===== src/design/arng_pkg.sv =====
// Shared types and constants for the auto-ranging axis tracker.
package arng_pkg;

    // Output bound width and coefficient width.
    localparam int OUT_W       = 26;
    localparam int COEF_W      = 16;
    localparam int CFG_IDX_W   = 2;
    localparam int CFG_DATA_W  = 16;
    localparam int OUT_TDATA_W = ((2 * OUT_W + 7) / 8) * 8;

    // Register map of the configuration channel.
    typedef enum logic [CFG_IDX_W-1:0] {
        CFG_START_HALF_SPAN = 2'd0,
        CFG_MIN_SPAN        = 2'd1,
        CFG_DECAY_COEF      = 2'd2,
        CFG_MARGIN_COEF     = 2'd3
    } cfg_reg_t;

    // Register reset values.
    localparam logic [CFG_DATA_W-1:0] RST_START_HALF_SPAN = 16'd50;
    localparam logic [CFG_DATA_W-1:0] RST_MIN_SPAN        = 16'd50;
    localparam logic [CFG_DATA_W-1:0] RST_DECAY_COEF      = 16'd655;
    localparam logic [CFG_DATA_W-1:0] RST_MARGIN_COEF     = 16'd9830;

    // Tracker and shown-axis reset values, integer units.
    localparam int RST_TRACK_HIGH_INT = 100;
    localparam logic signed [OUT_W-1:0] RST_SHOWN_LOW  = -26'sd100;
    localparam logic signed [OUT_W-1:0] RST_SHOWN_HIGH = 26'sd300;

    // Change threshold: shown span / 20 = floor(floor(span / 4) / 5).
    // The divide by five is a multiply by a rounded-up reciprocal.
    localparam int DIFF_W    = OUT_W + 1;
    localparam int THR_X_W   = DIFF_W - 2;
    localparam int THR_SHIFT = THR_X_W + 2;
    localparam int THR_P_W   = 2 * THR_X_W;
    localparam int THR_W     = THR_P_W - THR_SHIFT;
    localparam logic [THR_X_W-1:0] THR_MUL = THR_X_W'((2 ** THR_SHIFT + 4) / 5);

    // Controller states.
    typedef enum logic [3:0] {
        ST_IDLE,
        ST_EXPAND,
        ST_CENTER,
        ST_MUL_LO,
        ST_MUL_HI,
        ST_APPLY_HI,
        ST_FORCE,
        ST_MARGIN,
        ST_CAND,
        ST_DECIDE
    } arng_state_t;

    // Commands from the controller to the datapath.
    typedef struct packed {
        logic load_sample;
        logic expand;
        logic center;
        logic mul_lo;
        logic mul_hi;
        logic apply_hi;
        logic force_span;
        logic margin;
        logic cand;
        logic decide;
    } arng_cmd_t;

    // Status from the datapath to the controller.
    typedef struct packed {
        logic seeded;
    } arng_stat_t;

endpackage


===== src/design/auto_range_tracker.sv =====
// Auto-ranging display axis: top level with stream and configuration ports.
//
// Usage:
//   Samples enter on the s_ side, one signed sample per word in s_tdata.
//   For every sample one result word leaves on the m_ side: the lower and
//   upper axis bounds currently shown in m_tdata and a changed flag in
//   m_tuser that is set when this sample moved the shown bounds.
//   Registers are written over cfg_valid/cfg_ready/cfg_index/cfg_data
//   while no sample is in flight; cfg_ready is always high.
// Timing:
//   One sample is in work at a time: a new sample is taken only after the
//   sequencer has stepped through its steps for the last one, using the
//   shared Q0.16 multiplier for decay and margin work (the first sample
//   after reset, which seeds the tracker, skips the decay steps).
// Reset and stall:
//   Reset restores the register defaults and the initial axis, and makes
//   the next sample a seed. If the receiver stalls, the result word holds;
//   the next sample is still taken and processed, and waits in its last
//   step until the held word is read.
module auto_range_tracker
#(
    parameter int SAMPLE_BITS = 24,
    parameter int FRAC_BITS   = 8
)
(
    input  logic                                    clk,
    input  logic                                    rst_n,
    // s_tdata: sample [SAMPLE_BITS-1:0]
    input  logic                                    s_tvalid,
    output logic                                    s_tready,
    input  logic [((SAMPLE_BITS + 7) / 8) * 8 - 1:0] s_tdata,
    // m_tdata: axis_low [25:0], axis_high [51:26], zero fill [55:52]
    output logic                                    m_tvalid,
    input  logic                                    m_tready,
    output logic [arng_pkg::OUT_TDATA_W-1:0]        m_tdata,
    // m_tuser: axis_changed [0]
    output logic                                    m_tuser,
    input  logic                                    cfg_valid,
    output logic                                    cfg_ready,
    input  logic [arng_pkg::CFG_IDX_W-1:0]          cfg_index,
    input  logic [arng_pkg::CFG_DATA_W-1:0]         cfg_data
);

    localparam int FILL_W = arng_pkg::OUT_TDATA_W - 2 * arng_pkg::OUT_W;

    arng_pkg::arng_cmd_t               cmd;
    arng_pkg::arng_stat_t              stat;
    logic signed [arng_pkg::OUT_W-1:0] axis_low;
    logic signed [arng_pkg::OUT_W-1:0] axis_high;
    logic                              axis_changed;

    assign cfg_ready = 1'b1;

    // Sequencer.
    arng_ctrl u_ctrl
    (
        .clk       (clk),
        .rst_n     (rst_n),
        .in_valid  (s_tvalid),
        .in_ready  (s_tready),
        .out_valid (m_tvalid),
        .out_ready (m_tready),
        .stat      (stat),
        .cmd       (cmd)
    );

    // Datapath.
    arng_dp
    #(
        .SAMPLE_BITS (SAMPLE_BITS),
        .FRAC_BITS   (FRAC_BITS)
    )
    u_dp
    (
        .clk          (clk),
        .rst_n        (rst_n),
        .sample       ($signed(s_tdata[SAMPLE_BITS-1:0])),
        .cfg_we       (cfg_valid && cfg_ready),
        .cfg_index    (cfg_index),
        .cfg_data     (cfg_data),
        .cmd          (cmd),
        .stat         (stat),
        .axis_low     (axis_low),
        .axis_high    (axis_high),
        .axis_changed (axis_changed)
    );

    // Result word packing.
    assign m_tdata = {{FILL_W{1'b0}}, axis_high, axis_low};
    assign m_tuser = axis_changed;

endmodule


===== src/design/arng_ctrl.sv =====
// Sequencing controller of the auto-ranging axis tracker.
module arng_ctrl
(
    input  logic                 clk,
    input  logic                 rst_n,
    input  logic                 in_valid,
    output logic                 in_ready,
    output logic                 out_valid,
    input  logic                 out_ready,
    input  arng_pkg::arng_stat_t stat,
    output arng_pkg::arng_cmd_t  cmd
);

    arng_pkg::arng_state_t state_reg;
    arng_pkg::arng_state_t state_next;
    logic                  out_valid_reg;
    logic                  out_valid_next;
    logic                  load_out;

    // State and output-valid registers.
    always_ff @(posedge clk or negedge rst_n)
    begin
        if (!rst_n)
        begin
            state_reg     <= arng_pkg::ST_IDLE;
            out_valid_reg <= 1'b0;
        end
        else
        begin
            state_reg     <= state_next;
            out_valid_reg <= out_valid_next;
        end
    end

    // The result slot frees when the receiver takes the word.
    assign load_out = !out_valid_reg || out_ready;

    // Next state and commands.
    always_comb
    begin
        state_next = state_reg;
        cmd        = '0;
        in_ready   = 1'b0;
        case (state_reg)
            arng_pkg::ST_IDLE:
            begin
                in_ready        = 1'b1;
                cmd.load_sample = in_valid;
                if (in_valid)
                begin
                    state_next = arng_pkg::ST_EXPAND;
                end
            end
            arng_pkg::ST_EXPAND:
            begin
                cmd.expand = 1'b1;
                // The first sample seeds the bounds and skips the decay steps.
                state_next = stat.seeded ? arng_pkg::ST_CENTER : arng_pkg::ST_FORCE;
            end
            arng_pkg::ST_CENTER:
            begin
                cmd.center = 1'b1;
                state_next = arng_pkg::ST_MUL_LO;
            end
            arng_pkg::ST_MUL_LO:
            begin
                cmd.mul_lo = 1'b1;
                state_next = arng_pkg::ST_MUL_HI;
            end
            arng_pkg::ST_MUL_HI:
            begin
                cmd.mul_hi = 1'b1;
                state_next = arng_pkg::ST_APPLY_HI;
            end
            arng_pkg::ST_APPLY_HI:
            begin
                cmd.apply_hi = 1'b1;
                state_next   = arng_pkg::ST_FORCE;
            end
            arng_pkg::ST_FORCE:
            begin
                cmd.force_span = 1'b1;
                state_next     = arng_pkg::ST_MARGIN;
            end
            arng_pkg::ST_MARGIN:
            begin
                cmd.margin = 1'b1;
                state_next = arng_pkg::ST_CAND;
            end
            arng_pkg::ST_CAND:
            begin
                cmd.cand   = 1'b1;
                state_next = arng_pkg::ST_DECIDE;
            end
            arng_pkg::ST_DECIDE:
            begin
                // Wait here while the previous word is still unread.
                cmd.decide = load_out;
                if (load_out)
                begin
                    state_next = arng_pkg::ST_IDLE;
                end
            end
            default:
            begin
                state_next = arng_pkg::ST_IDLE;
            end
        endcase
    end

    // Output valid sets on a result load and clears when taken.
    always_comb
    begin
        if (cmd.decide)
        begin
            out_valid_next = 1'b1;
        end
        else if (out_ready)
        begin
            out_valid_next = 1'b0;
        end
        else
        begin
            out_valid_next = out_valid_reg;
        end
    end

    assign out_valid = out_valid_reg;

`ifndef SYNTHESIS
    // An accepted sample always starts the expand step.
    assert property (@(posedge clk) disable iff (!rst_n)
        (in_valid && in_ready) |=> (state_reg == arng_pkg::ST_EXPAND))
        else $error("accepted sample did not start processing");

    // A new result word appears only right after the decide step.
    assert property (@(posedge clk) disable iff (!rst_n)
        $rose(out_valid_reg) |-> $past(state_reg == arng_pkg::ST_DECIDE))
        else $error("result word raised outside the decide step");
`endif

endmodule


===== src/design/arng_dp.sv =====
// Datapath of the auto-ranging axis tracker: bounds, shared multiplier, decision.
module arng_dp
#(
    parameter int SAMPLE_BITS = 24,
    parameter int FRAC_BITS   = 8
)
(
    input  logic                                   clk,
    input  logic                                   rst_n,
    input  logic signed [SAMPLE_BITS-1:0]          sample,
    input  logic                                   cfg_we,
    input  logic [arng_pkg::CFG_IDX_W-1:0]         cfg_index,
    input  logic [arng_pkg::CFG_DATA_W-1:0]        cfg_data,
    input  arng_pkg::arng_cmd_t                    cmd,
    output arng_pkg::arng_stat_t                   stat,
    output logic signed [arng_pkg::OUT_W-1:0]      axis_low,
    output logic signed [arng_pkg::OUT_W-1:0]      axis_high,
    output logic                                   axis_changed
);

    // Tracked bounds hold the sample range plus a 16-bit span, with two guard bits.
    localparam int TW = ((SAMPLE_BITS > 17) ? SAMPLE_BITS : 17) + FRAC_BITS + 2;
    localparam int PW = TW - 1;
    localparam int MW = PW + arng_pkg::COEF_W;
    localparam int YW = ((TW + 1) > (arng_pkg::OUT_W + 1)) ? (TW + 1) : (arng_pkg::OUT_W + 1);
    localparam int OW = arng_pkg::OUT_W;
    localparam int DW = arng_pkg::DIFF_W;

    localparam logic signed [TW-1:0] RND_ADD = TW'((1 << FRAC_BITS) - 1);
    localparam logic signed [TW-1:0] TRACK_HIGH_RST =
        TW'(arng_pkg::RST_TRACK_HIGH_INT) <<< FRAC_BITS;
    localparam logic signed [YW-1:0] Y_MAX = YW'((2 ** (OW - 1)) - 1);
    localparam logic signed [YW-1:0] Y_MIN = ~Y_MAX;

    // Configuration registers.
    logic [arng_pkg::CFG_DATA_W-1:0] start_half_span_reg;
    logic [arng_pkg::CFG_DATA_W-1:0] min_span_reg;
    logic [arng_pkg::CFG_DATA_W-1:0] decay_coef_reg;
    logic [arng_pkg::CFG_DATA_W-1:0] margin_coef_reg;

    // Tracker state.
    logic                     seeded_reg;
    logic signed [TW-1:0]     track_low_reg;
    logic signed [TW-1:0]     track_high_reg;
    logic signed [OW-1:0]     shown_low_reg;
    logic signed [OW-1:0]     shown_high_reg;

    // Working registers.
    logic signed [TW-1:0]            v_reg;
    logic signed [TW-1:0]            center_reg;
    logic signed [TW-1:0]            range_reg;
    logic [PW-1:0]                   prod_reg;
    logic [arng_pkg::THR_W-1:0]      thr_reg;
    logic signed [OW-1:0]            y_lo_reg;
    logic signed [OW-1:0]            y_hi_reg;
    logic                            changed_reg;

    // Combinational terms.
    logic signed [TW-1:0]            sample_ext;
    logic signed [TW-1:0]            half_start;
    logic signed [TW-1:0]            span;
    logic signed [TW:0]              sum_lh;
    logic signed [TW-1:0]            mid;
    logic signed [TW-1:0]            range_now;
    logic signed [TW-1:0]            low_force;
    logic signed [TW-1:0]            prod_s;
    logic signed [TW-1:0]            mul_a;
    logic [PW-1:0]                   mul_u;
    logic [arng_pkg::COEF_W-1:0]     mul_c;
    logic [MW-1:0]                   mul_full;
    logic signed [DW-1:0]            shown_diff;
    logic [arng_pkg::THR_P_W-1:0]    thr_full;
    logic signed [TW-1:0]            low_adj;
    logic signed [TW-1:0]            high_adj;
    logic signed [TW-1:0]            low_int;
    logic signed [TW-1:0]            high_int;
    logic [PW-1:0]                   margin;
    logic signed [YW-1:0]            y_lo_w;
    logic signed [YW-1:0]            y_hi_w;
    logic signed [DW-1:0]            d_lo;
    logic signed [DW-1:0]            d_hi;
    logic [DW-1:0]                   a_lo;
    logic [DW-1:0]                   a_hi;
    logic                            changed;

    // Clamp a candidate to the output range.
    function automatic logic signed [OW-1:0] sat_out(input logic signed [YW-1:0] y);
        logic signed [YW-1:0] r;
        begin
            r = y;
            if (y > Y_MAX)
            begin
                r = Y_MAX;
            end
            else if (y < Y_MIN)
            begin
                r = Y_MIN;
            end
            return r[OW-1:0];
        end
    endfunction

    // Input scaling and fixed-point spans.
    assign sample_ext = {{(TW - SAMPLE_BITS){sample[SAMPLE_BITS-1]}}, sample};
    assign half_start = $signed(TW'(start_half_span_reg) << FRAC_BITS);
    assign span       = $signed(TW'(min_span_reg) << FRAC_BITS);

    // Midpoint of the current bounds, rounded toward minus infinity.
    assign sum_lh = {track_low_reg[TW-1], track_low_reg} + {track_high_reg[TW-1], track_high_reg};
    assign mid    = sum_lh[TW:1];

    // Minimum-span forcing.
    assign range_now = track_high_reg - track_low_reg;
    assign low_force = mid - (span >>> 1);

    // Shared Q0.16 multiplier; a negative distance counts as zero.
    always_comb
    begin
        if (cmd.mul_lo)
        begin
            mul_a = center_reg - track_low_reg;
            mul_c = decay_coef_reg;
        end
        else if (cmd.mul_hi)
        begin
            mul_a = track_high_reg - center_reg;
            mul_c = decay_coef_reg;
        end
        else
        begin
            mul_a = range_reg;
            mul_c = margin_coef_reg;
        end
    end

    assign mul_u    = mul_a[TW-1] ? '0 : mul_a[PW-1:0];
    assign mul_full = MW'(mul_u) * MW'(mul_c);
    assign prod_s   = $signed({1'b0, prod_reg});

    // Change threshold from the span shown now.
    assign shown_diff = {shown_high_reg[OW-1], shown_high_reg}
                      - {shown_low_reg[OW-1], shown_low_reg};
    assign thr_full   = arng_pkg::THR_P_W'(shown_diff[DW-1:2])
                      * arng_pkg::THR_P_W'(arng_pkg::THR_MUL);

    // Candidate axis limits: bounds truncated toward zero, widened by the margin.
    assign low_adj  = track_low_reg + (track_low_reg[TW-1] ? RND_ADD : '0);
    assign high_adj = track_high_reg + (track_high_reg[TW-1] ? RND_ADD : '0);
    assign low_int  = low_adj >>> FRAC_BITS;
    assign high_int = high_adj >>> FRAC_BITS;
    assign margin   = prod_reg >> FRAC_BITS;
    assign y_lo_w   = {{(YW - TW){low_int[TW-1]}}, low_int} - $signed({{(YW - PW){1'b0}}, margin});
    assign y_hi_w   = {{(YW - TW){high_int[TW-1]}}, high_int} + $signed({{(YW - PW){1'b0}}, margin});

    // Publish decision.
    assign d_lo    = {y_lo_reg[OW-1], y_lo_reg} - {shown_low_reg[OW-1], shown_low_reg};
    assign d_hi    = {y_hi_reg[OW-1], y_hi_reg} - {shown_high_reg[OW-1], shown_high_reg};
    assign a_lo    = d_lo[DW-1] ? DW'(-d_lo) : DW'(d_lo);
    assign a_hi    = d_hi[DW-1] ? DW'(-d_hi) : DW'(d_hi);
    assign changed = (a_lo > DW'(thr_reg)) || (a_hi > DW'(thr_reg));

    // Configuration and tracker state.
    always_ff @(posedge clk or negedge rst_n)
    begin
        if (!rst_n)
        begin
            start_half_span_reg <= arng_pkg::RST_START_HALF_SPAN;
            min_span_reg        <= arng_pkg::RST_MIN_SPAN;
            decay_coef_reg      <= arng_pkg::RST_DECAY_COEF;
            margin_coef_reg     <= arng_pkg::RST_MARGIN_COEF;
            seeded_reg          <= 1'b0;
            track_low_reg       <= '0;
            track_high_reg      <= TRACK_HIGH_RST;
            shown_low_reg       <= arng_pkg::RST_SHOWN_LOW;
            shown_high_reg      <= arng_pkg::RST_SHOWN_HIGH;
        end
        else
        begin
            if (cfg_we)
            begin
                case (arng_pkg::cfg_reg_t'(cfg_index))
                    arng_pkg::CFG_START_HALF_SPAN: start_half_span_reg <= cfg_data;
                    arng_pkg::CFG_MIN_SPAN:        min_span_reg        <= cfg_data;
                    arng_pkg::CFG_DECAY_COEF:      decay_coef_reg      <= cfg_data;
                    arng_pkg::CFG_MARGIN_COEF:     margin_coef_reg     <= cfg_data;
                    default:                       start_half_span_reg <= start_half_span_reg;
                endcase
            end

            // Seed on the first sample, otherwise expand at once.
            if (cmd.expand)
            begin
                seeded_reg <= 1'b1;
                if (!seeded_reg)
                begin
                    track_low_reg  <= v_reg - half_start;
                    track_high_reg <= v_reg + half_start;
                end
                else
                begin
                    if (v_reg < track_low_reg)
                    begin
                        track_low_reg <= v_reg;
                    end
                    if (v_reg > track_high_reg)
                    begin
                        track_high_reg <= v_reg;
                    end
                end
            end

            // Decay: the low bound moves up, then the high bound moves down.
            if (cmd.mul_hi)
            begin
                track_low_reg <= track_low_reg + prod_s;
            end
            if (cmd.apply_hi)
            begin
                track_high_reg <= track_high_reg - prod_s;
            end

            // Force the span up to the minimum about its midpoint.
            if (cmd.force_span && (range_now < span))
            begin
                track_low_reg  <= low_force;
                track_high_reg <= low_force + span;
            end

            if (cmd.decide && changed)
            begin
                shown_low_reg  <= y_lo_reg;
                shown_high_reg <= y_hi_reg;
            end
        end
    end

    // Working registers.
    always_ff @(posedge clk)
    begin
        if (cmd.load_sample)
        begin
            v_reg <= sample_ext <<< FRAC_BITS;
        end
        if (cmd.center)
        begin
            center_reg <= mid;
        end
        if (cmd.mul_lo || cmd.mul_hi || cmd.margin)
        begin
            prod_reg <= mul_full[MW-1:arng_pkg::COEF_W];
        end
        if (cmd.force_span)
        begin
            range_reg <= (range_now < span) ? span : range_now;
        end
        if (cmd.margin)
        begin
            thr_reg <= thr_full[arng_pkg::THR_SHIFT +: arng_pkg::THR_W];
        end
        if (cmd.cand)
        begin
            y_lo_reg <= sat_out(y_lo_w);
            y_hi_reg <= sat_out(y_hi_w);
        end
        if (cmd.decide)
        begin
            changed_reg <= changed;
        end
    end

    // The shown bounds only change when a result word loads, so they drive the output.
    assign axis_low     = shown_low_reg;
    assign axis_high    = shown_high_reg;
    assign axis_changed = changed_reg;
    assign stat.seeded  = seeded_reg;

`ifndef SYNTHESIS
    // Once seeded, the tracker never returns to the unseeded state.
    assert property (@(posedge clk) disable iff (!rst_n)
        seeded_reg |=> seeded_reg)
        else $error("seeded flag dropped");

    // Tracked bounds stay ordered when candidates are formed.
    assert property (@(posedge clk) disable iff (!rst_n)
        (cmd.cand && seeded_reg) |-> (track_high_reg >= track_low_reg))
        else $error("tracked bounds crossed");

    // The shown axis is never inverted.
    assert property (@(posedge clk) disable iff (!rst_n)
        shown_high_reg >= shown_low_reg)
        else $error("shown axis inverted");
`endif

endmodule


===== config.mk =====
export PLATFORM = sky130hd
export DESIGN_NAME = auto_range_tracker
export DESIGN_NICKNAME = d
export VERILOG_FILES = /design/src/design/arng_pkg.sv /design/src/design/auto_range_tracker.sv /design/src/design/arng_ctrl.sv /design/src/design/arng_dp.sv
export SDC_FILE = /design/constraint.sdc
export NUM_CORES = 2
export LEC_CHECK = 0
export ABC_AREA = 0
export BUFFER_PORTS_ARGS = -buffer_cell sky130_fd_sc_hd__buf_2
export CORE_MARGIN = 2
export CORE_UTILIZATION = 55
export CTS_CLUSTER_DIAMETER = 100
export DETAILED_ROUTE_END_ITERATION = 12
export HOLD_SLACK_MARGIN = 0.02
export PLACE_DENSITY = 0.81
export SLEW_MARGIN = 40
export SYNTH_ARGS = -nofsm -noshare
export SYNTH_HDL_FRONTEND = slang
export SYNTH_SLANG_ARGS = --single-unit

===== constraint.sdc =====
create_clock -name clk -period 19.5 [get_ports clk]
set_clock_uncertainty 0.1 [all_clocks]
set_input_delay 3.9 -clock clk [delete_from_list [all_inputs] [get_ports clk]]
set_output_delay 3.9 -clock clk [all_outputs]
set_load 0.01 [all_outputs]

## Yosys cells after proc, flatten, opt, wreduce, memory -nomap -nowiden

Index checks and enable logic that the tools add are counted.

| cells by class | value |
|---|---|
| add/subtract/negate cells | 19 |
| multipliers | 2 |
| divide/modulo/power cells | 0 |
| magnitude comparators | 9 |
| eq/ne operators | 16 |
| shifts and indexed selects | 0 |
| mux-type cells | 39 |
| bitwise logic cells | 0 |
| reductions and logical operators | 19 |

Operators with widths:

| operator | number |
|---|---|
| 34-bit 2-to-1 mux | 12 |
| 34-bit subtractor | 4 |
| 26-bit by 26-bit subtractor with 27-bit output | 4 |
| 34-bit by 8-bit adder with 34-bit output | 2 |
| 27-bit by 23-bit > comparator with 1-bit output | 2 |
| 27-bit by 26-bit > comparator with 1-bit output (second input constant) | 2 |
| 27-bit by 26-bit less-than comparator with 1-bit output (second input constant) | 2 |
| 27-bit 2-to-1 mux | 2 |
| 27-bit negation | 2 |
| 26-bit 2-to-1 mux | 2 |
| 25-bit by 24-bit multiplier with 49-bit output (second input constant) | 1 |
| 33-bit by 16-bit multiplier with 49-bit output | 1 |
| 4-bit one-hot mux with 10 select lines | 1 |
| 34-bit by 34-bit adder with 35-bit output | 1 |
| 34-bit by 25-bit adder with 34-bit output | 1 |
| 34-bit adder | 1 |
| 32-bit by 34-bit > comparator with 1-bit output | 1 |
| 32-bit by 34-bit less-than comparator with 1-bit output | 1 |
| 34-bit by 25-bit less-than comparator with 1-bit output | 1 |
| 34-bit by 24-bit subtractor with 34-bit output | 1 |
| 32-bit by 25-bit adder with 33-bit output | 1 |
| 33-bit 2-to-1 mux | 1 |
| 32-bit by 25-bit subtractor with 33-bit output | 1 |
| 16-bit 2-to-1 mux | 2 |
| 24 further kinds | 55 |

| storage, ports and cells | value |
|---|---|
| register bits | 391 |
| bits in latches | 0 |
| bits in writable memories | 0 |
| memory bits (read-only) | 0 |
| output and inout bits | 60 |
| memories | 0 |

## Depth between registers and ports, before layout

| logic depth | value |
|---|---|
| word-level depth | 6 |
| gate-level depth with buffers | 43 |

## Modules after synthesis

A second synthesis with hierarchy kept.

| unflattened totals | value |
|---|---|
| cell total of the unflattened synthesis | 7701 |
| area total of the unflattened synthesis | 67149.4 um2 |

Modules (own cells, without submodules):

| module | instances | cells an instance | area each (um2) | sequential area each (um2) |
|---|---|---|---|---|
| arng_dp | 1 | 7654 | 66790.3 | 10725.3 |
| arng_ctrl | 1 | 40 | 314.1 | 125.1 |
| auto_range_tracker | 1 | 7 | 45.0 | 0.0 |

## Least setup slack after synthesis

Ideal clock, no wire load.

| timing path | value |
|---|---|
| kind | reg-to-reg |
| start point | reg u_dp.shown_low_reg[1] (netlist: u_dp.axis_low[1]) |
| end point | reg u_dp.thr_reg[22] in the netlist's numbering (data pin) |
| setup time | 0.278 ns |
| data arrival time | 10.280 ns |
| data required time | 19.122 ns |
| slack | 8.842 ns |
| stages on the path, launching flop included | 40 |
| buffers on the path | 0 |
| clock period less this slack | 10.658 ns |
| path through | dfrtp_1 inv_1 ha_1 a21oi_1 o21bai_1 a21oi_1 o21bai_1 a21oi_1 o21ai_0 a2111oi_0 o31ai_1 nor4_1 nor3_1 a2111oi_0 o21bai_1 o31ai_1 ha_1 ha_1 [4 not listed] fa_1 fa_1 inv_1 ha_1 a21o_1 a21o_1 a21oi_1 nand2_1 a21oi_1 o21ai_0 a31o_2 o31a_1 a41o_1 or4_1 nand2_1 o21ai_0 nor4_1 a311oi_1 |

| on the way | value |
|---|---|
| cells in the longest elaborated chain, start to end | 2 |

Ends and longest elaborated chain:

| item | line | text |
|---|---|---|
| from (decl) | arng_dp.sv:45 | `logic signed [OW-1:0] shown_low_reg;` |
| from (signal assigned) | arng_dp.sv:174 | `shown_low_reg <= arng_pkg::RST_SHOWN_LOW;` |
| from (signal assigned) | arng_dp.sv:231 | `shown_low_reg <= y_lo_reg;` |
| 26-bit by 26-bit subtractor with 27-bit output | arng_dp.sv:142 | `- {shown_low_reg[OW-1], shown_low_reg};` |
| 25-bit by 24-bit multiplier with 49-bit output | arng_dp.sv:144 | `* arng_pkg::THR_P_W'(arng_pkg::THR_MUL);` |
| via u_dp.thr_full, one bit | arng_dp.sv:72 | `logic [arng_pkg::THR_P_W-1:0] thr_full;` |
| to (signal assigned) | arng_dp.sv:258 | `thr_reg <= thr_full[arng_pkg::THR_SHIFT +: arng_pkg::THR_W];` |
| to (decl) | arng_dp.sv:53 | `logic [arng_pkg::THR_W-1:0] thr_reg;` |

The timed path passes the listed nets, and every way through them passes these cells.
A chain may end at the register's enable or synchronous reset.

## Worst setup path in the final report

Ends and elaborated chain as after synthesis.

==> run metrics <==
PortBufs=about 100; detailed-route DRC error count=0; post-synthesis register bit count=391; largest net degree at the start of global routing=slightly below 70; post-cts resize count=0; Data required, critical path=between 15 and 20 ns; EDFF count, synth=approximately 200; Hold Crit Endpoint=u_dp.axis_high[0]$_DFFE_PN0P_; GRT Util Overall=about a third; maximum clock frequency=roughly 83 MHz; Routed wire per std cell=about 23 um; critical path arrival=12.24 ns; CP bufs+invs=4; CP Class=reg -> reg; area of the multi-input gates=between 50000 and 60000 um2; Syn Inst Count=approximately 7.5k; drt initial violations=4743; M3 GR Usage=under 10%; gr ovfl total=0; total wire length=~210 mm; root buffer cell=clkbuf_16; status=complete, no violations; worst reg2reg endpoint=u_dp.thr_reg[22]$_DFFE_PP_; met2 usage=~58%; Synth-to-Final Area Change=6.88%; Avg Inst Size Synth=roughly 9 um2; vias per std cell=6.10; Final Critical Period=11.99 ns; CTS Buf Count=48; CTS tree=yes; Synth cell types=89; WP depth=40; gpl congestion=approximately 1.0; number of global-route vias before repair=57.2k; DR pass1 iterations=8; Synth warnings=0; ys flop type=edfxtp_1; CTS H-tree lvls=2; Least-Margin Pin Slew=~0.94 ns; die extent in y=between 300 and 400 um; Final ANT Viol Nets=0; nets=~9.2k; Worst setup SP type=flip-flop; Clock Sinks=a little under 400; via count=about 56k; sequential share of the synthesized area=roughly 16%; fin crit share=between 60% and 70%; RSZ-0062 raised after global routing=no; worst flop-to-flop path startpoint=u_dp.axis_low[1]$_DFFE_PN0P_; die area=~120000 um2; worst hold path stage count=1; core area=~120000 um2; Reg area=10900 um2; Worst R2R Path Depth=40; Hold Buf Count CTS=0; worst-path maximum fanout=9; min-delay src=u_dp.y_hi_reg[0]$_SDFFCE_PN1P_; final-report max-slew violation count=0; initial core utilization=a little under three fifths; met1 Use GR=41.2%; Final TNS setup=0 ns; Post-synth ARST share=between 40% and 50%; Post-CTS Setup Bufs=0; final-layout fill cell count=10.4k; I/O Pins=approximately 110; worst relative slew slack=between 30% and 40%; row cnt=127; mapped cell area=66000 um2; Hold WC Path Type=reg -> reg; first-pass GRT wire length=approximately 320 mm; Clock Latency Late Sink=roughly 0.65 ns; Top Usage Layer GRT=met2; endpoints failing hold=0; initial antenna violation count=11; HPWL after DPL=roughly 170 mm; clk slew on worst S/H paths=0.06 ns; Die W=approximately 350 um; layout cell share with drive strength beyond 1=between 6 and 7%; slowest stage delay, CP=approximately 0.66 ns; max cap viols=0; Max Root-Sink Buffers=3; Max stage delay cell, worst path=a2111oi_1; register-to-register setup slack=between 7 and 8 ns; number of setup violations in the final report=0; Crit path max-delay family=compound AO/OA/AOI/OAI gates; CP Capture Type=flip-flop
per-stage QoR:
stage / cells / utilization [%] / hold WS (ns) / area, um2 / setup WS [ns]
after floorplan: 7493 / - / 0.366 / 66000 / 8.84
after global placement: 9115 / 57.4 / 0.380 / 68600 / 7.48
after detailed placement: 9116 / 57.5 / 0.387 / 68700 / 7.49
after CTS: 9206 / 59.0 / 0.401 / 70500 / 7.44
after global routing: 9208 / 59.0 / 0.418 / 70500 / 6.79
final: 9211 / 59.0 / 0.392 / 70500 / 7.51
cell type report:
type | count | area share (%)
diodes | 4 | 0.0142
clock buffers | 60 | 1.97
clock inverters | 30 | 0.502
inverters | 1223 | 6.51
multi-input cells | 5692 | 71.0
flip-flops and latches | 391 | 15.4
well taps | 1612 | 2.86
repair buffers | 199 | 1.78
worst max path at each step:
stage                     slack, ns                          from                          to
after floorplan                8.84  u_dp.axis_low[1]$_DFFE_PN0P_  u_dp.thr_reg[22]$_DFFE_PP_
after global placement         7.48  u_dp.axis_low[1]$_DFFE_PN0P_  u_dp.thr_reg[22]$_DFFE_PP_
after detailed placement       7.49  u_dp.axis_low[1]$_DFFE_PN0P_  u_dp.thr_reg[22]$_DFFE_PP_
after CTS                      7.44  u_dp.axis_low[1]$_DFFE_PN0P_  u_dp.thr_reg[22]$_DFFE_PP_
after global routing           6.79  u_dp.axis_low[1]$_DFFE_PN0P_  u_dp.thr_reg[22]$_DFFE_PP_
final                          7.51  u_dp.axis_low[1]$_DFFE_PN0P_  u_dp.thr_reg[22]$_DFFE_PP_
cell usage in the layout (no fill, tap or decap), drive strengths merged, types with 193 or more instances in the layout:
| cell type | instances |
|---|---|
| inv | 1227 |
| ha | 903 |
| fa | 677 |
| nand2 | 618 |
| nor2 | 495 |
| a21oi | 436 |
| xnor2 | 329 |
| o21ai | 329 |
| edfxtp | 201 |
| buf | 198 |
| a21o | 193 |
cells by family (layout without fill, tap and decap cells):
group,Yosys count,count (layout),synth area share (%)
other,2,10,0.0114
AND/OR/NAND/NOR,1927,1927,13.7
flip-flops,391,391,16.4
buffers and inverters,1410,1512,8.09
AO/OA/AOI/OAI,1543,1543,15.1
multiplexers,166,166,2.77
XOR/XNOR,470,470,6.24
adder cells (fa/ha/maj),1580,1580,37.7
metal layers:
metal / vias up / share of wire [%]
met5: - / 0.043
met3: 684 / 8.9
met1: 27500 / 38
met2: 2670 / 47
li1: 25400 / -
met4: 16 / 6.1
synth_stat cells (86+ instances only):
cell type	count	share of area (%)
fa_1	677	21
a21o_1	193	2.2
nor2_1	495	2.8
nand2_1	618	3.5
nor3_1	136	1.0
o21a_1	86	0.98
o21ai_0	320	2.4
nand3_1	132	1.0
clkbuf_1	157	0.89
ha_1	903	17
nand2b_1	105	1.0
and2_1	104	0.99
inv_1	1221	6.9
xor2_1	141	1.9
xnor2_1	329	4.4
a21oi_1	435	3.3
dfrtp_1	142	5.4
edfxtp_1	201	9.1
Power is not shown: default switching activity piles up to over one toggle a cycle in this logic, so the estimate is an artifact.
